--- src/hlsd_pkg.sv ---
// Shared types and constants of the hourly LED schedule dimmer.
`timescale 1ns / 1ps
`default_nettype none

package hlsd_pkg;

    localparam int FUNC_W  = 3;
    localparam int HOUR_W  = 5;
    localparam int MIN_W   = 6;
    localparam int CHAN_W  = 3;
    localparam int FIELD_W = 8;
    localparam int FIELDS  = 7;

    localparam int MINUTES_PER_HOUR = 60;

    typedef logic [FIELDS-1:0][FIELD_W-1:0] t_field_vec;

    typedef enum logic [FUNC_W-1:0] {
        FN_TICK       = 3'd0,
        FN_WRITE_SLOT = 3'd1,
        FN_SET_ALL    = 3'd2,
        FN_SET_ONE    = 3'd3,
        FN_MANUAL     = 3'd4,
        FN_OFF        = 3'd5
    } t_func;

    typedef enum logic [2:0] {
        S_IDLE,
        S_RD_NEXT,
        S_MUL,
        S_DIV,
        S_PUB
    } t_state;

    typedef enum logic [2:0] {
        DRV_NONE,
        DRV_SET_ALL,
        DRV_SET_ONE,
        DRV_ZERO,
        DRV_RECALL
    } t_drv_op;

    typedef struct packed {
        logic    capture_time;
        logic    rd_next;
        logic    mul;
        logic    div;
        logic    div_store;
        logic    wr_slot;
        t_drv_op drv_op;
        logic    store_en;
        logic    store_fill;
        logic    publish;
    } t_dp_cmd;

    typedef struct packed {
        logic hour_ok;
        logic chan_ok;
        logic out_free;
    } t_dp_stat;

endpackage

`default_nettype wire

--- src/hourly_led_schedule_dimmer_core.sv ---
// Top level of the hourly LED schedule dimmer: controller plus datapath.
// Sequence: a set, recall or off beat updates the drive register, then the result register
//   takes it in the publish step; a tick or a manual toggle that needs the profile runs
//   two reads of the schedule memory, a multiply stage and a reciprocal-divide stage first.
// Throughput: one beat every cycle for writes and beats with no result; sets, recalls, off
//   beats and profile beats hold the input side busy until their result is published, and
//   a stalled result holds the publish step.
// Reset: synchronous, active low; clears the schedule row-valid bits, drive levels, mode
//   flags and the result valid, so every slot reads as zero until written.
`timescale 1ns / 1ps
`default_nettype none

module hourly_led_schedule_dimmer_core #(
    parameter int SLOTS      = 24,
    parameter int CHANNELS   = 7,
    parameter int LEVEL_BITS = 8
) (
    input  wire logic       i_clk,
    input  wire logic       i_rst_n,
    // input beat
    input  wire logic       i_valid,
    output logic            o_stall,
    input  wire logic [2:0] i_func,
    input  wire logic [4:0] i_hour,
    input  wire logic [5:0] i_minute,
    input  wire logic [2:0] i_channel_index,
    input  wire logic       i_flag,
    input  wire logic [7:0] i_ch0_level,
    input  wire logic [7:0] i_ch1_level,
    input  wire logic [7:0] i_ch2_level,
    input  wire logic [7:0] i_ch3_level,
    input  wire logic [7:0] i_ch4_level,
    input  wire logic [7:0] i_ch5_level,
    input  wire logic [7:0] i_ch6_level,
    // result beat
    output logic            o_valid,
    input  wire logic       i_stall,
    output logic [7:0]      o_drive_ch0,
    output logic [7:0]      o_drive_ch1,
    output logic [7:0]      o_drive_ch2,
    output logic [7:0]      o_drive_ch3,
    output logic [7:0]      o_drive_ch4,
    output logic [7:0]      o_drive_ch5,
    output logic [7:0]      o_drive_ch6
);
    import hlsd_pkg::*;

    t_dp_cmd    cmd;
    t_dp_stat   stat;
    t_field_vec levels;
    t_field_vec drive;

    // Gather the seven level fields into one vector; channel 0 doubles as the
    // value of a single-channel set.
    assign levels[0] = i_ch0_level;
    assign levels[1] = i_ch1_level;
    assign levels[2] = i_ch2_level;
    assign levels[3] = i_ch3_level;
    assign levels[4] = i_ch4_level;
    assign levels[5] = i_ch5_level;
    assign levels[6] = i_ch6_level;

    // The controller owns the mode flags (manual, off, store saved) and decides
    // per beat which datapath operation runs; it takes a beat only in idle.
    hlsd_ctrl u_ctrl (
        .i_clk   (i_clk),
        .i_rst_n (i_rst_n),
        .i_valid (i_valid),
        .o_stall (o_stall),
        .i_func  (i_func),
        .i_flag  (i_flag),
        .i_stat  (stat),
        .o_cmd   (cmd)
    );

    // The datapath holds the schedule memory, the two-stage interpolation lanes,
    // the drive and manual-store registers and the result register that parts
    // the result side from the input side.
    hlsd_datapath #(
        .SLOTS      (SLOTS),
        .CHANNELS   (CHANNELS),
        .LEVEL_BITS (LEVEL_BITS)
    ) u_dp (
        .i_clk           (i_clk),
        .i_rst_n         (i_rst_n),
        .i_cmd           (cmd),
        .o_stat          (stat),
        .i_hour          (i_hour),
        .i_minute        (i_minute),
        .i_channel_index (i_channel_index),
        .i_levels        (levels),
        .o_valid         (o_valid),
        .i_stall         (i_stall),
        .o_drive         (drive)
    );

    assign o_drive_ch0 = drive[0];
    assign o_drive_ch1 = drive[1];
    assign o_drive_ch2 = drive[2];
    assign o_drive_ch3 = drive[3];
    assign o_drive_ch4 = drive[4];
    assign o_drive_ch5 = drive[5];
    assign o_drive_ch6 = drive[6];

endmodule

`default_nettype wire

--- src/hlsd_ctrl.sv ---
// Controller state machine: mode flags, item decode and datapath sequencing.
`timescale 1ns / 1ps
`default_nettype none

module hlsd_ctrl (
    input  wire logic                      i_clk,
    input  wire logic                      i_rst_n,
    input  wire logic                      i_valid,
    output logic                           o_stall,
    input  wire logic [hlsd_pkg::FUNC_W-1:0] i_func,
    input  wire logic                      i_flag,
    input  wire hlsd_pkg::t_dp_stat        i_stat,
    output hlsd_pkg::t_dp_cmd              o_cmd
);
    import hlsd_pkg::*;

    t_state r_state, n_state;
    logic   r_manual_on, n_manual_on;
    logic   r_off_on, n_off_on;
    logic   r_saved, n_saved;
    logic   r_fill_store, n_fill_store;
    logic   accept;

    assign o_stall = (r_state != S_IDLE);
    assign accept  = i_valid && (r_state == S_IDLE);

    always_ff @(posedge i_clk) begin
        if (!i_rst_n) begin
            r_state      <= S_IDLE;
            r_manual_on  <= 1'b0;
            r_off_on     <= 1'b0;
            r_saved      <= 1'b0;
            r_fill_store <= 1'b0;
        end else begin
            r_state      <= n_state;
            r_manual_on  <= n_manual_on;
            r_off_on     <= n_off_on;
            r_saved      <= n_saved;
            r_fill_store <= n_fill_store;
        end
    end

    always_comb begin
        n_state      = r_state;
        n_manual_on  = r_manual_on;
        n_off_on     = r_off_on;
        n_saved      = r_saved;
        n_fill_store = r_fill_store;
        o_cmd        = '0;
        case (r_state)
            S_IDLE: begin
                if (accept) begin
                    case (t_func'(i_func))
                        FN_TICK: begin
                            if (!r_off_on && !r_manual_on) begin
                                o_cmd.capture_time = 1'b1;
                                n_fill_store       = 1'b0;
                                n_state            = S_RD_NEXT;
                            end
                        end
                        FN_WRITE_SLOT: begin
                            o_cmd.wr_slot = i_stat.hour_ok;
                        end
                        FN_SET_ALL: begin
                            o_cmd.drv_op     = DRV_SET_ALL;
                            o_cmd.store_en   = r_manual_on;
                            o_cmd.store_fill = !r_saved;
                            n_saved          = r_saved || r_manual_on;
                            n_state          = S_PUB;
                        end
                        FN_SET_ONE: begin
                            if (i_stat.chan_ok) begin
                                o_cmd.drv_op     = DRV_SET_ONE;
                                o_cmd.store_en   = r_manual_on;
                                o_cmd.store_fill = !r_saved;
                                n_saved          = r_saved || r_manual_on;
                                n_state          = S_PUB;
                            end
                        end
                        FN_MANUAL: begin
                            if (!r_manual_on && i_flag) begin
                                if (r_saved) begin
                                    o_cmd.drv_op = DRV_RECALL;
                                    n_state      = S_PUB;
                                end else begin
                                    // fill the store with the profile on the way
                                    o_cmd.capture_time = 1'b1;
                                    n_fill_store       = 1'b1;
                                    n_saved            = 1'b1;
                                    n_state            = S_RD_NEXT;
                                end
                            end else if (r_manual_on && !i_flag) begin
                                o_cmd.capture_time = 1'b1;
                                n_fill_store       = 1'b0;
                                n_state            = S_RD_NEXT;
                            end
                            n_manual_on = i_flag;
                        end
                        FN_OFF: begin
                            n_off_on = i_flag;
                            if (i_flag) begin
                                o_cmd.drv_op     = DRV_ZERO;
                                o_cmd.store_en   = r_manual_on;
                                o_cmd.store_fill = !r_saved;
                                n_saved          = r_saved || r_manual_on;
                                n_manual_on      = 1'b1;
                                n_state          = S_PUB;
                            end
                        end
                        default: begin
                            n_state = S_IDLE;
                        end
                    endcase
                end
            end
            S_RD_NEXT: begin
                o_cmd.rd_next = 1'b1;
                n_state       = S_MUL;
            end
            S_MUL: begin
                o_cmd.mul = 1'b1;
                n_state   = S_DIV;
            end
            S_DIV: begin
                o_cmd.div       = 1'b1;
                o_cmd.div_store = r_fill_store;
                n_state         = S_PUB;
            end
            S_PUB: begin
                if (i_stat.out_free) begin
                    o_cmd.publish = 1'b1;
                    n_state       = S_IDLE;
                end
            end
            default: begin
                n_state = S_IDLE;
            end
        endcase
    end

endmodule

`default_nettype wire

--- src/hlsd_datapath.sv ---
// Datapath: schedule memory, interpolation lanes, drive and manual store, result register.
`timescale 1ns / 1ps
`default_nettype none

module hlsd_datapath #(
    parameter int SLOTS      = 24,
    parameter int CHANNELS   = 7,
    parameter int LEVEL_BITS = 8
) (
    input  wire logic                        i_clk,
    input  wire logic                        i_rst_n,
    input  wire hlsd_pkg::t_dp_cmd           i_cmd,
    output hlsd_pkg::t_dp_stat               o_stat,
    input  wire logic [hlsd_pkg::HOUR_W-1:0] i_hour,
    input  wire logic [hlsd_pkg::MIN_W-1:0]  i_minute,
    input  wire logic [hlsd_pkg::CHAN_W-1:0] i_channel_index,
    input  wire hlsd_pkg::t_field_vec        i_levels,
    output logic                             o_valid,
    input  wire logic                        i_stall,
    output hlsd_pkg::t_field_vec             o_drive
);
    import hlsd_pkg::*;

    localparam int SLOT_W      = $clog2(SLOTS);
    localparam int HOUR_SPAN   = 1 << HOUR_W;
    localparam int NUM_W       = LEVEL_BITS + MIN_W;
    localparam int RECIP_SHIFT = NUM_W + MIN_W;
    localparam int RECIP_W     = NUM_W + 1;
    localparam int PROD_W      = NUM_W + RECIP_W;
    localparam longint unsigned RecipFull =
        ((64'd1 << RECIP_SHIFT) + MINUTES_PER_HOUR - 1) / MINUTES_PER_HOUR;
    localparam logic [RECIP_W-1:0] RECIP = RECIP_W'(RecipFull);

    typedef logic [CHANNELS-1:0][LEVEL_BITS-1:0] t_row;
    typedef logic [HOUR_SPAN-1:0][SLOT_W-1:0]    t_slot_lut;

    function automatic t_slot_lut f_slot_lut();
        t_slot_lut lut;
        for (int h = 0; h < HOUR_SPAN; h++) begin
            lut[h] = SLOT_W'(h % SLOTS);
        end
        return lut;
    endfunction

    localparam t_slot_lut SlotLut = f_slot_lut();

    t_row                     r_mem [SLOTS];
    logic [SLOTS-1:0]         r_row_valid;
    t_row                     r_rdata;
    logic                     r_rd_valid;
    logic [SLOT_W-1:0]        raddr;
    logic [SLOT_W-1:0]        waddr;
    logic [SLOT_W-1:0]        next_slot;

    logic [SLOT_W-1:0]        r_slot;
    logic [MIN_W-1:0]         r_min;
    logic [MIN_W-1:0]         min_rest;
    t_row                     r_cur_row;
    t_row                     nxt_row;
    logic [CHANNELS-1:0][NUM_W-1:0] r_num, n_num;
    t_row                     quot;

    t_row                     in_lvl;
    t_row                     r_drive, n_drive;
    t_row                     r_store, n_store;
    logic [CHANNELS-1:0]      chg;
    logic [LEVEL_BITS-1:0]    one_lvl;

    t_field_vec               r_out;
    t_field_vec               out_next;
    logic                     r_out_valid;

    // status back to the controller
    assign o_stat.hour_ok  = (32'(i_hour) < 32'(SLOTS));
    assign o_stat.chan_ok  = (32'(i_channel_index) < 32'(CHANNELS));
    assign o_stat.out_free = !r_out_valid || !i_stall;

    // ---------------- schedule memory ----------------
    assign waddr     = SLOT_W'(i_hour);
    assign next_slot = (r_slot == SLOT_W'(SLOTS - 1)) ? '0 : r_slot + 1'b1;
    assign raddr     = i_cmd.rd_next ? next_slot : SlotLut[i_hour];

    always_ff @(posedge i_clk) begin
        if (i_cmd.wr_slot) begin
            r_mem[waddr] <= in_lvl;
        end
        r_rdata <= r_mem[raddr];
    end

    always_ff @(posedge i_clk) begin
        if (!i_rst_n) begin
            r_row_valid <= '0;
        end else if (i_cmd.wr_slot) begin
            r_row_valid[waddr] <= 1'b1;
        end
    end

    always_ff @(posedge i_clk) begin
        r_rd_valid <= r_row_valid[raddr];
    end

    // ---------------- interpolation ----------------
    assign nxt_row  = r_rd_valid ? r_rdata : '0;
    assign min_rest = MIN_W'(MINUTES_PER_HOUR) - r_min;

    always_ff @(posedge i_clk) begin
        if (i_cmd.capture_time) begin
            r_slot <= SlotLut[i_hour];
            r_min  <= (i_minute > MIN_W'(MINUTES_PER_HOUR)) ?
                      MIN_W'(MINUTES_PER_HOUR) : i_minute;
        end
        if (i_cmd.rd_next) begin
            r_cur_row <= nxt_row;
        end
        if (i_cmd.mul) begin
            r_num <= n_num;
        end
    end

    genvar c;
    generate
        for (c = 0; c < CHANNELS; c++) begin : g_lane
            logic [PROD_W-1:0] prod;
            assign n_num[c] = NUM_W'(r_cur_row[c]) * NUM_W'(min_rest)
                            + NUM_W'(nxt_row[c]) * NUM_W'(r_min);
            // exact floor divide by sixty through the reciprocal
            assign prod    = PROD_W'(r_num[c]) * PROD_W'(RECIP);
            assign quot[c] = prod[RECIP_SHIFT +: LEVEL_BITS];
            if (c < FIELDS) begin : g_in
                assign in_lvl[c] = LEVEL_BITS'(i_levels[c]);
            end else begin : g_no_in
                assign in_lvl[c] = '0;
            end
        end
    endgenerate

    // ---------------- drive and manual store ----------------
    assign one_lvl = LEVEL_BITS'(i_levels[0]);

    always_comb begin
        n_drive = r_drive;
        n_store = r_store;
        chg     = '0;
        for (int k = 0; k < CHANNELS; k++) begin
            case (i_cmd.drv_op)
                DRV_SET_ALL: begin
                    chg[k]     = 1'b1;
                    n_drive[k] = in_lvl[k];
                end
                DRV_SET_ONE: begin
                    chg[k] = (i_channel_index == CHAN_W'(k));
                    if (chg[k]) begin
                        n_drive[k] = one_lvl;
                    end
                end
                DRV_ZERO: begin
                    chg[k]     = 1'b1;
                    n_drive[k] = '0;
                end
                DRV_RECALL: begin
                    n_drive[k] = r_store[k];
                end
                default: begin
                    chg[k] = 1'b0;
                end
            endcase
            if (i_cmd.div) begin
                n_drive[k] = quot[k];
            end
            if (i_cmd.store_en && (i_cmd.store_fill || chg[k])) begin
                n_store[k] = n_drive[k];
            end
            if (i_cmd.div && i_cmd.div_store) begin
                n_store[k] = quot[k];
            end
        end
    end

    always_ff @(posedge i_clk) begin
        if (!i_rst_n) begin
            r_drive <= '0;
        end else begin
            r_drive <= n_drive;
        end
    end

    always_ff @(posedge i_clk) begin
        r_store <= n_store;
    end

    // ---------------- result register ----------------
    genvar f;
    generate
        for (f = 0; f < FIELDS; f++) begin : g_out
            if (f < CHANNELS) begin : g_used
                assign out_next[f] = FIELD_W'(r_drive[f]);
            end else begin : g_unused
                assign out_next[f] = '0;
            end
        end
    endgenerate

    always_ff @(posedge i_clk) begin
        if (i_cmd.publish) begin
            r_out <= out_next;
        end
    end

    always_ff @(posedge i_clk) begin
        if (!i_rst_n) begin
            r_out_valid <= 1'b0;
        end else if (i_cmd.publish) begin
            r_out_valid <= 1'b1;
        end else if (!i_stall) begin
            r_out_valid <= 1'b0;
        end
    end

    assign o_valid = r_out_valid;
    assign o_drive = r_out;

endmodule

`default_nettype wire

--- config.mk ---
export PLATFORM = sky130hd
export DESIGN_NAME = hourly_led_schedule_dimmer_core
export DESIGN_NICKNAME = d
export VERILOG_FILES = /design/src/hlsd_pkg.sv /design/src/hourly_led_schedule_dimmer_core.sv /design/src/hlsd_ctrl.sv /design/src/hlsd_datapath.sv
export SDC_FILE = /design/constraint.sdc
export NUM_CORES = 2
export LEC_CHECK = 0
export ABC_CLOCK_PERIOD_IN_PS = 11290
export BUFFER_PORTS_ARGS = -buffer_cell sky130_fd_sc_hd__buf_4
export CORE_ASPECT_RATIO = 1.1
export CORE_MARGIN = 2
export CORE_UTILIZATION = 32
export DETAILED_ROUTE_END_ITERATION = 8
export SLEW_MARGIN = 20
export SYNTH_ARGS = -nofsm -noshare
export SYNTH_HDL_FRONTEND = slang
export SYNTH_HIERARCHICAL = 1
export SYNTH_SLANG_ARGS = --single-unit
--- constraint.sdc ---
create_clock -name i_clk -period 11.29 [get_ports i_clk]
set_clock_uncertainty 0.05 [all_clocks]
set_input_delay 1.129 -clock i_clk [delete_from_list [all_inputs] [get_ports i_clk]]
set_output_delay 1.129 -clock i_clk [all_outputs]
set_load 0.1 [all_outputs]
==> flow_summary.ini <==
[drt]
vias_per_cell = 5.142
drc_errors = 0
ant_nets = 0
routedWlPerCell_um = 21.97
wirelength_mm = 283.1
drt_iter0_markers = 5249
first_pass_iters = 6
num_vias = 66280

[grt]
grtUsageMet1_pct = 21.73
antenna_found_initial = 59
top_usage_layer = met2
grtUsageTotal_pct = 17.18
grt_max_degree = 263
overflow = 0
grt_pass1_vias = 67880
grt_pass1_wl_mm = 425.4
met2_usage_pct = 29.53
use_met3_pct = 2.908

[worst_setup_path]
max_stage_delay_ns = 0.61
critPathArrivalTime_ns = 7.35
endpoint_kind = flip-flop
r2r-end = u_dp/r_num[68]
cp_num_buf_inv = 5
worstSetupPathType = flip-flop to flip-flop
path_delay_family = adder cells
cp_max_fo = 48
start_kind = flip-flop
timing.critical_path.mode_cell = fa_1
crit_chain = buf_4, xor2_4, buf_4, nand2_1, fa_1, fa_1, inv_1, fa_1, fa_1, inv_1, fa_1, inv_1, ha_1, a21oi_1, o21bai_1, a21oi_1, o21ai_0, a21o_1, a21oi_1, xnor2_1
required_ns = 11.82
r2r_start = u_dp/r_min[3]
cp_slowest_cell = buf_4
reg2reg_depth = 20
rrSetupSlack_ns = 4.47

[sta]
tns_ns = 0
hold_ws_ns = 0.3850
fin_crit_sh_pct = 60.40
rsz0062_at_grt = no
setup_viol = 0
final_hold_viol_count = 0
finalCriticalPeriod_ns = 6.820
setup_slack_ns = 4.470
timing.fmax_mhz = 146.6
max-slew-margin-rel_pct = 21.10
drv_slew = 0
tightest_slew_ns = 1.174

[power_and_ir_drop]
internal_power_mw = 13.94
combPwrFrac_pct = 33.7
power_density_nw_per_um2 = 182.4
clockPowerShare_pct = 29.7
power_frac_seq_pct = 36.5
p_leak_nw = 45.27
switching_power_mw = 6.959
fin_total_pwr_mw = 20.90
p_sw_share_pct = 33.30
peakVddDrop_v = 0.0001302

[cells_and_area]
fin_area_um2 = 114600
layout_commonest_cell = edfxtp_1
nets = 10010
instances_no_fill = 12890
area_growth_pct = 11.51
fillers = 30670
mostFrequentLayoutCells = edfxtp_1 (1621), nand2_1 (1142), inv_1 (954)
finish.utilization_pct = 35.81
multi_input_area_um2 = 46090
register_area_um2 = 51580
drive_gt1_share_pct = 6.702

[floorplan]
die_area_um2 = 325700
num_rows = 218
die_h_um = 598.3
initial_core_util_pct = 32.12
die_w_um = 544.3
core_um2 = 319900
pin_count = 136

[logic_synthesis]
synth_cell_types = 89
synth.cell_area_um2 = 102800
synth.avg_cell_area_um2 = 12.14
yosys_warnings = 6
synth-seq-cells = 1766
yosys_most_used_dff = edfxtp_1
synth-async-reset-ratio_pct = 0
netlist_instances = 8461
syn_nets = 10030
synth-seq-area-share_pct = 50.20
synth_edf_count = 1621

[clocking]
cts.htree.levels = 4
cts_sinks = 1766
cts.path.max_buffers = 4
cts_resized = 0
cts_tree = yes
cts.clk_slew.worst_paths_ns = 0.07
cts_setup_buffers = 0
cts_buffers = 185
root_buffer = clkbuf_16
postCtsHoldBufs = 0
insertion_delay_ns = 0.86

[worst_hold_path]
holdPathEnd = u_dp/o_drive[32]
hold_depth = 0
hp-class = flip-flop to flip-flop
min_from = u_dp/out_next[32]

[place]
placed_cell_area_um2 = 108500
dpl_worst_slack_ns = 4.499
hpwlAfterDp_mm = 183.0
place_congestion = 0.8604
port-buffer-count = 135
dp_cells = 12540

[job]
cap_violations = 0

[outcome]
status = complete, no violations
==> per-layer routing <==
metal	share of wire (%)	vias to the layer above
li1	-	29960
met1	41	33880
met2	49	1927
met3	6.1	481
met4	3.6	34
met5	0.072	-
==> cell type report <==
cell class,instances,share of cell area (%)
repair buffers,229,1.624
clock inverters,101,1.004
well taps,4290,4.685
clock buffers,227,4.275
inverters,955,3.129
multi-input cells,5302,40.22
diodes,20,0.04368
flip-flops and latches,1766,45.02
==> how the worst max path moves through the flow <==
| stage | cells past startpoint | start | end | slack [ns] |
|---|---|---|---|---|
| 6_report | 20 | u_dp/r_min[3] | u_dp/r_num[68] | 4.47 |
| 5_1_grt | 20 | u_dp/r_min[3] | u_dp/r_num[82] | 4.11 |
| 4_1_cts | 20 | u_dp/r_min[3] | u_dp/r_num[12] | 4.48 |
| 3_5_place_dp | 20 | u_dp/r_min[3] | u_dp/r_num[12] | 4.50 |
| 3_3_place_gp | 20 | u_dp/r_min[3] | u_dp/r_num[96] | 4.59 |
| 2_1_floorplan | 2 | u_ctrl/r_state[1] | u_dp/r_num[0] | 2.91 |
==> synthesized netlist by cell type, types with 135 or more instances <==
library cell,count,area [um2]
a21oi_1,171,855.8
dfxtp_1,145,2903
and2_1,302,1889
a311oi_1,169,1480
and3_1,221,1383
fa_1,616,12330
nand2_1,1144,4294
a31oi_1,179,1120
and2_0,227,1420
buf_2,135,675.7
ha_1,874,10940
a211oi_1,539,4046
inv_1,954,3581
clkbuf_1,264,991.0
edfxtp_1,1621,48680
nor2_1,154,578.1
==> power groups by stage <==
stage | registers, mW | logic [mW] | clock network, mW
floorplan | 7.71 | 5.14 | 0
global placement | 7.77 | 6.82 | 0
detailed placement | 7.77 | 7.02 | 0
CTS | 7.63 | 7.10 | 6.35
global route | 7.64 | 8.11 | 6.57
finish | 7.63 | 7.05 | 6.22
==> sequential cells by signal, indices dropped and copies added (netlist names), 3 cells and up <==
signal / flops
u_dp/r_store: 56
u_dp/r_cur_row: 56
u_ctrl/r_state: 3
u_dp/out_next: 56
u_dp/o_drive: 56
u_dp/r_num: 98
u_dp/r_min: 6
u_dp/r_slot: 5
u_dp/r_mem: 1344
u_dp/r_rdata: 56
u_dp/r_row_valid: 24
==> logic make-up after synthesis <==
group / Yosys count / share of synthesized area, %
flip-flops: 1766 / 50.20
buffers and inverters: 1393 / 5.298
adder cells (fa/ha/maj): 1490 / 22.64
multiplexers: 10 / 0.1218
XOR/XNOR: 162 / 1.381
AO/OA/AOI/OAI: 1361 / 9.726
AND/OR/NAND/NOR: 2279 / 10.63
==> worst reg2reg max path: stages, from the launching register on <==
cell and delay (ns):
edfxtp_1 0.58, buf_4 0.61, xor2_4 0.33, buf_4 0.59, nand2_1 0.22, fa_1 0.54
fa_1 0.53, inv_1 0.06, fa_1 0.49, fa_1 0.50, inv_1 0.05, fa_1 0.48
inv_1 0.04, ha_1 0.31, a21oi_1 0.23, o21bai_1 0.10, a21oi_1 0.22, o21ai_0 0.19
a21o_1 0.21, a21oi_1 0.18, xnor2_1 0.09
Power figures use the tool's default switching activity.
